### config.mk
export PLATFORM = sky130hd
export DESIGN_NAME = bpsb_axis_clamp
export DESIGN_NICKNAME = d
export VERILOG_FILES = /design/src/rtl/core/bpsb_pkg.sv /design/src/rtl/core/bpsb_axis_clamp.sv
export SDC_FILE = /design/constraint.sdc
export NUM_CORES = 1
export LEC_CHECK = 0
export ABC_AREA = 1
export BUFFER_PORTS_ARGS = -buffer_cell sky130_fd_sc_hd__buf_2
export CAP_MARGIN = 40
export CORE_MARGIN = 2
export CORE_UTILIZATION = 49
export DETAILED_ROUTE_END_ITERATION = 10
export MAX_ROUTING_LAYER = met4
export PLACE_DENSITY_LB_ADDON = 0.3
export SLEW_MARGIN = 40
export SYNTH_ARGS = -nofsm -noshare
export SYNTH_HDL_FRONTEND = slang
export SYNTH_SLANG_ARGS = --single-unit
### constraint.sdc
create_clock -name vclk -period 62.1
set_input_delay 3.105 -clock vclk [all_inputs]
set_output_delay 3.105 -clock vclk [all_outputs]
set_load 0.02 [all_outputs]
### src/rtl/core/bpsb_pkg.sv
// shared types, constants and helpers of the box plane split bounds block
`timescale 1ns / 1ps

package bpsb_pkg;

  localparam int CW     = 20;  // coordinate width, Q15.4
  localparam int NW     = 16;  // normal width, Q1.14
  localparam int THR_W  = 15;  // skip threshold width
  localparam int KIND_W = 3;
  localparam int QW     = 22;  // quotient bits kept, wider ones saturate
  localparam int D1_W   = 53;  // corner distance width for any frac shift up to 16
  localparam int EXT_W  = CW + 1;
  localparam int MID_W  = QW + 2;
  localparam int VOL_W  = 3 * EXT_W;
  localparam int MET_W  = 61;
  localparam int NORMAL_FRAC_BITS_DEF = 14;

  // divider steps done in each of the three divider stages
  localparam int STEPS_A = 8;
  localparam int STEPS_B = 7;
  localparam int STEPS_C = QW - STEPS_A - STEPS_B;

  localparam logic [KIND_W-1:0] KIND_AX_X = 3'd0;
  localparam logic [KIND_W-1:0] KIND_AX_Y = 3'd1;
  localparam logic [KIND_W-1:0] KIND_AX_Z = 3'd2;

  localparam logic REG_THR_IDX = 1'b0;
  localparam logic [THR_W-1:0] THR_RESET = 15'd1;
  localparam logic [MET_W-1:0] MET_SAT = 61'(1) << 60;

  typedef logic signed [CW-1:0] coord_t;
  typedef logic signed [NW-1:0] norm_t;

  typedef struct packed {
    logic   upd;   // axis not skipped
    logic   pos;   // normal component positive
    coord_t smin;
    coord_t smax;
  } axis_res_t;

  typedef struct packed {
    logic [NW-1:0] r;
    logic [QW-1:0] w;
  } dstep_t;

  typedef struct {
    coord_t           bmin [3];
    coord_t           bmax [3];
    norm_t            n    [3];
    coord_t           pdist;
    logic [KIND_W-1:0] kind;
  } geo_t;

  typedef struct {
    coord_t mn [3];
    coord_t mx [3];
  } box_t;

  // one restoring division step: remainder and dividend/quotient shift word
  function automatic dstep_t div_step(input dstep_t x, input logic [NW-1:0] dv);
    logic [NW:0] t;
    logic        ge;
    dstep_t      res;
    t     = {x.r, x.w[QW-1]};
    ge    = t >= {1'b0, dv};
    res.r = ge ? NW'(t - {1'b0, dv}) : t[NW-1:0];
    res.w = {x.w[QW-2:0], ge};
    return res;
  endfunction

  function automatic logic signed [EXT_W-1:0] extent(input coord_t mn, input coord_t mx);
    return EXT_W'(mx) - EXT_W'(mn);
  endfunction

endpackage

### src/rtl/core/bpsb_axis_clamp.sv
// per-axis edge intersection, clamp and skip decision for a sloped plane
`timescale 1ns / 1ps

module bpsb_axis_clamp (
  input  bpsb_pkg::coord_t                     bmin_i,
  input  bpsb_pkg::coord_t                     bmax_i,
  input  bpsb_pkg::norm_t                      n_i,
  input  logic [bpsb_pkg::THR_W-1:0]           thr_i,
  input  logic [3:0][bpsb_pkg::QW-1:0]         q_i,
  input  logic [3:0]                           ovf_i,
  input  logic [3:0]                           neg_i,
  output bpsb_pkg::axis_res_t                  res_o
);
  import bpsb_pkg::*;

  always_comb begin
    logic [NW-1:0]           mag;
    logic                    flat;
    logic [QW-1:0]           sq;
    logic signed [MID_W-1:0] val;
    logic signed [MID_W-1:0] mid;
    logic signed [MID_W-1:0] lo;
    logic signed [MID_W-1:0] hi;
    logic signed [MID_W-1:0] smin;
    logic signed [MID_W-1:0] smax;
    mag  = n_i[NW-1] ? NW'(-n_i) : NW'(n_i);
    flat = (n_i == '0) || (bmin_i == bmax_i);
    lo   = MID_W'(bmin_i);
    hi   = MID_W'(bmax_i);
    smin = hi;
    smax = lo;
    for (int e = 0; e < 4; e++) begin
      sq  = ovf_i[e] ? '1 : q_i[e];
      val = $signed({2'b00, sq});
      mid = flat ? lo : (lo + (neg_i[e] ? -val : val));
      smin = (mid < smin) ? mid : smin;
      smin = (smin > lo) ? smin : lo;
      smax = (mid > smax) ? mid : smax;
      smax = (smax < hi) ? smax : hi;
    end
    res_o.upd  = mag >= {1'b0, thr_i};
    res_o.pos  = !n_i[NW-1] && (n_i != '0);
    res_o.smin = CW'(smin);
    res_o.smax = CW'(smax);
  end

endmodule

==> results of run 1 <==
==> cell families after synthesis <==
kind of cell | after synthesis | share of synthesized area
and+or+nand+nor | 1562 | 0.317
AOI/OAI and AO/OA | 773 | 0.203
buffers and inverters | 587 | 0.108
adders and majority gates | 493 | 0.299
xor gates and xnor gates | 171 | 0.0724
==> per-layer routing <==
layer,wire length (um),global-route usage,up-vias
met1,34100,0.465,10700
met3,7140,0.0400,168
li1,-,-,12300
met2,32900,0.553,996
met5,0,-,-
met4,4350,0.161,0
==> layout by cell type (no fill, tap or decap), types with 3 or more instances in the layout <==
cell,synthesis,final
inv_1,474,473
o211ai_1,12,12
xnor2_1,63,63
nor3_1,34,34
nor2_2,3,3
a31oi_1,13,11
nand2_1,937,934
o221ai_1,15,15
and2_1,21,21
nor4b_1,3,3
a221oi_1,7,7
o21ai_1,4,4
nor2_1,244,244
o21a_1,12,12
inv_2,12,13
o21ai_0,370,370
nand3_1,206,205
ha_1,489,489
buf_4,3,26
a211oi_1,23,23
nand2_2,14,17
nand3_2,3,4
o21bai_1,15,15
fa_1,4,4
a21o_1,11,11
nor4_1,22,22
buf_2,9,209
or2_2,26,26
nand4_1,39,39
a21oi_1,278,278
xor2_1,108,108
==> final timing paths <==
check	end	from
max	res_o[14]	ovf_i[0]
min	res_o[4]	bmax_i[4]
==> per-stage QoR <==
step,hold slack (ns),area [um2],setup slack (ns),cells
floorplan,6.38,20700,37.94,3586
global placement,6.60,22200,30.34,4260
detailed placement,6.61,22200,31.81,4260
CTS,6.61,22200,31.75,4260
global route,6.62,22200,29.15,4260
finish,6.60,22200,31.56,4260
==> worst max-delay path, delay by kind of cell <==
kind	cells	cell delay (ns)
simple gates	49	9.95
compound gates	35	7.80
fa+ha+maj	10	3.34
buf+inv	16	3.06
xor+xnor	1	0.20
==> layout make-up <==
| class | count | area, um2 |
|---|---|---|
| Multi-Input combinational cell | 2999 | 18500 |
| Fill cell | 4505 | 19600 |
| Timing Repair Buffer | 235 | 1240 |
| Tap cell | 539 | 674 |
| Inverter | 487 | 1830 |
==> impl_metrics.json, run 1 <==
{
  "status": "complete, no violations",
  "fp.dieArea_um2": 43900,
  "std_cell_rows": 75,
  "start_util": 0.495,
  "antenna_left": 0,
  "post-cts-setup-buffers": 0,
  "synth_top_cell_by_area": "ha_1",
  "setup_viol_count_final": 0,
  "grt_antenna_before_repair": 0,
  "synth_fp_nets": 4246,
  "die_h_um": 210,
  "slew_violations": 0,
  "avgSynthCellArea_um2": 5.77,
  "first_pass_iters": 6,
  "critPathMaxFanout": 46,
  "grt_max_degree": 76,
  "wl_per_cell_um": 18.4,
  "finalCriticalPeriod_ns": 30.54,
  "area.growth.synth_to_final_pct": 7.39,
  "tightest_slew_ns": 0.876,
  "slowest_delay_ns": 0.65,
  "synth_top_area_frac": 0.296,
  "fin_util": 0.531,
  "finalHoldViolations": 0,
  "yosysWarnings": 0,
  "route.final.wire_length_mm": 78.5,
  "finalSetupTns_ns": 0,
  "drc_errors": 0,
  "grt_pass1_wl_mm": 119,
  "grt_setup_unrepaired": "false",
  "drive_gt1_frac": 0.0825,
  "synthesis.area_um2": 20700,
  "path_class": "input port to primary output",
  "start_kind": "input port",
  "ys_types": 51,
  "synthTopCellsByArea": "ha_1, nand2_1, o21ai_0, inv_1, a21oi_1",
  "overflow": 0,
  "seq_area_frac_synth": 0,
  "grt_pass1_vias": 21900,
  "viasPerCell": 5.67,
  "first_iter_violations": 2374,
  "io_pins": 209,
  "final_nets": 4383,
  "gp_congestion": 1.07,
  "hold_class": "input port to primary output",
  "cts_hold_buf": 0,
  "slowest_stage": "inv_1",
  "worstPathRequired_ns": 58.99,
  "synth_common_cells": "nand2_1, ha_1, inv_1",
  "cts_resized": 0,
  "die_w_um": 210,
  "clkbuf_count": 0,
  "seqCellArea_um2": 0,
  "drv_cap": 0,
  "fin_crit_sh": 0.492,
  "crit_top_cell": "nand2_1",
  "slew_headroom": 0.410,
  "nFlopsAndLatches": 0,
  "antenna_cells": 0,
  "routed-via-count": 24200,
  "min_path_cells": 4,
  "track_usage": 0.356,
  "syn_inst": 3586,
  "cp-end-kind": "primary output",
  "clock.fmax_mhz": 32.7,
  "cp.arrival_ns": 27.44,
  "port_buffers": 209,
  "dp_hpwl_mm": 68.1,
  "synth_most_common_cell": "nand2_1",
  "core_um2": 41900
}
Power of run 1 is not shown: default switching activity piles up to over one toggle a cycle in this logic, so the estimate is an artifact.
==> run 2: changes to the inputs <==
--- a/config.mk
+++ b/config.mk
@@ -5,7 +5,7 @@
 export SDC_FILE = /design/constraint.sdc
 export NUM_CORES = 1
 export LEC_CHECK = 0
-export ABC_AREA = 1
+export ABC_AREA = 0
 export BUFFER_PORTS_ARGS = -buffer_cell sky130_fd_sc_hd__buf_2
 export CAP_MARGIN = 40
 export CORE_MARGIN = 2
==> constraint.sdc (replaced) <==
create_clock -name vclk -period 27.9
set_input_delay 1.395 -clock vclk [all_inputs]
set_output_delay 1.395 -clock vclk [all_outputs]
set_load 0.02 [all_outputs]
==> run 2 against run 1 <==
Synthesized area rose by 7.0%. Die area is 6.9% higher. Cell area is 11% higher. Via count grew 8.2%. Utilization grew 2.6 points. Sequential share of layout area unchanged. Setup slack got worse by 30 ns. Hold slack got worse by 3.3 ns. Routed wire length grew 27%. Critical path depth grew 3.
==> impl_metrics.json, run 2 <==
{
  "route.final.wire_length_mm": 99.9,
  "fp.dieArea_um2": 46900,
  "drv_cap": 0,
  "post-place-cells": 3943,
  "synthesis.area_um2": 22100,
  "synthXorXnorAreaFrac": 0.0471,
  "layout_commonest_cell": "ha_1",
  "slew_violations": 0,
  "std_cell_rows": 77,
  "routed-via-count": 26200,
  "clock.fmax_mhz": 37.8,
  "synth_most_common_cell": "ha_1",
  "seq_area_frac_synth": 0,
  "wl_per_cell_um": 25.1,
  "synthSimpleGateAreaFrac": 0.229,
  "grt_max_degree": 59,
  "synth_common_cells": "ha_1, a21oi_1, nor2_1",
  "clkbuf_count": 0,
  "yosys.area_share.adder": 0.280,
  "avgSynthCellArea_um2": 6.97,
  "io_pins": 209,
  "synth_top_family_by_area": "compound AO/OA/AOI/OAI gates",
  "synth_top_area_frac": 0.276,
  "finalWorstSetupSlack_ns": 1.47,
  "path_class": "input port to primary output",
  "setup_viol_count_final": 0,
  "hold_class": "input port to primary output",
  "fin_crit_sh": 0.947,
  "cp.arrival_ns": 25.03,
  "fin_cells": 3976,
  "min_path_cells": 3,
  "finalHoldViolations": 0,
  "drive_gt1_frac": 0.137,
  "first_pass_iters": 8,
  "track_usage": 0.416,
  "synth_fp_nets": 3836,
  "port_buffers": 209,
  "synth_compound_area_frac": 0.305,
  "synth_top_cell_by_area": "ha_1",
  "first_iter_violations": 2954,
  "layout_common_cells": "ha_1, a21oi_1, nor2_1",
  "core_um2": 44400,
  "syn_inst": 3176,
  "area.growth.synth_to_final_pct": 11.6,
  "synthTopCellsByArea": "ha_1, a21oi_1, mux2i_1, a21o_1, nor2_1",
  "die_h_um": 217,
  "start_util": 0.499,
  "drc_errors": 0,
  "slew_headroom": 0.358,
  "pre_cts_slack_ns": -0.162,
  "cp-end-kind": "primary output",
  "die_w_um": 217,
  "ys_types": 85,
  "grt_antenna_before_repair": 1,
  "worstPathRequired_ns": 26.50,
  "start_kind": "input port",
  "antenna_left": 0,
  "tightest_slew_ns": 0.963,
  "slowest_delay_ns": 0.58,
  "overflow": 0,
  "grt_pass1_vias": 23400,
  "final_nets": 4046,
  "antenna_cells": 0,
  "nFlopsAndLatches": 0,
  "finalCriticalPeriod_ns": 26.43,
  "slowest_stage": "or4_1",
  "yosysWarnings": 0,
  "hold_start": "n_i[15]",
  "dp_hpwl_mm": 82.1,
  "viasPerCell": 6.58,
  "holdPathEnd": "res_o[40]",
  "critPathMaxFanout": 43,
  "gp_congestion": 1.14,
  "synth_mux_area_frac": 0.0852,
  "seqCellArea_um2": 0,
  "crit_top_cell": "a21oi_1",
  "grt_pass1_wl_mm": 145,
  "cts_hold_buf": 0,
  "status": "complete, no violations"
}
run 2: changes by cell type after synthesis, moves of 52 or more:
cell and delta:
nor2_1 +52, inv_1 -298, mux2i_1 +139, or3_1 +53
nand3_1 -143, a21o_1 +138, xor2_1 -61, nand2_1 -731
a21oi_1 +92, nor2b_1 +62, o21ai_0 -193
run 2: per-stage QoR:
step | TNS [ns] | area (um2) | hold WS [ns] | utilization
after floorplan | 0 | 22200 | 2.98 | -
after global placement | 0 | 24200 | 3.26 | 0.544
after detailed placement | -2.14 | 24200 | 3.27 | 0.544
after CTS | 0 | 24200 | 3.27 | 0.544
after global routing | -1.98 | 24700 | 3.31 | 0.557
final | 0 | 24700 | 3.27 | 0.557
run 2: how the worst max path moves through the flow:
stage                  start   endpoint  slack, ns  cells past startpoint
floorplan           ovf_i[0]  res_o[21]       0.91                    127
global placement    ovf_i[0]  res_o[31]       0.19                    114
detailed placement  ovf_i[0]  res_o[34]      -0.16                    116
CTS                 ovf_i[0]  res_o[34]       0.14                    115
global route        ovf_i[0]  res_o[21]      -0.16                    128
finish              ovf_i[0]  res_o[37]       1.47                    114
run 2: repair_timing:
action / CTS / global route
setup buffers: 0 / 29
gates cloned: 0 / 4
resized for setup: 2 / 68
setup endpoints to repair: 16 / 40
pin swaps: 0 / 8
run 2: cell families (layout without fill, tap and decap cells):
| logic type | after synthesis | count (layout) |
|---|---|---|
| compound gates | 1061 | 1061 |
| simple gates | 1017 | 1018 |
| fa+ha+maj | 493 | 493 |
| buf+inv | 303 | 510 |
| mux | 183 | 183 |
| xor+xnor | 119 | 119 |
run 2: final cells by class:
| cell class | instances | area [um2] |
|---|---|---|
| timing repair buffer | 330 | 2020 |
| tap | 592 | 741 |
| fill | 4443 | 19700 |
| multi-input combinational | 2874 | 21300 |
| timing repair inverter | 3 | 22.5 |
| inverter | 177 | 668 |
run 2: worst max-delay path: cells and delay by family:
kind | cells | cell delay, ns
AOI/OAI and AO/OA | 39 | 6.70
buffers and inverters | 12 | 2.14
and+or+nand+nor | 48 | 10.04
adders and majority gates | 9 | 2.82
xor gates and xnor gates | 1 | 0.17
muxes | 5 | 1.71
run 2: layer usage:
metal / wire (um) / global-route usage / vias up
met3: 9820 / 0.0567 / 347
li1: - / - / 12400
met2: 41400 / 0.617 / 1428
met1: 40600 / 0.526 / 12000
met4: 8160 / 0.271 / 0
met5: 0 / - / -
Power of run 2 is left out for the same reason.
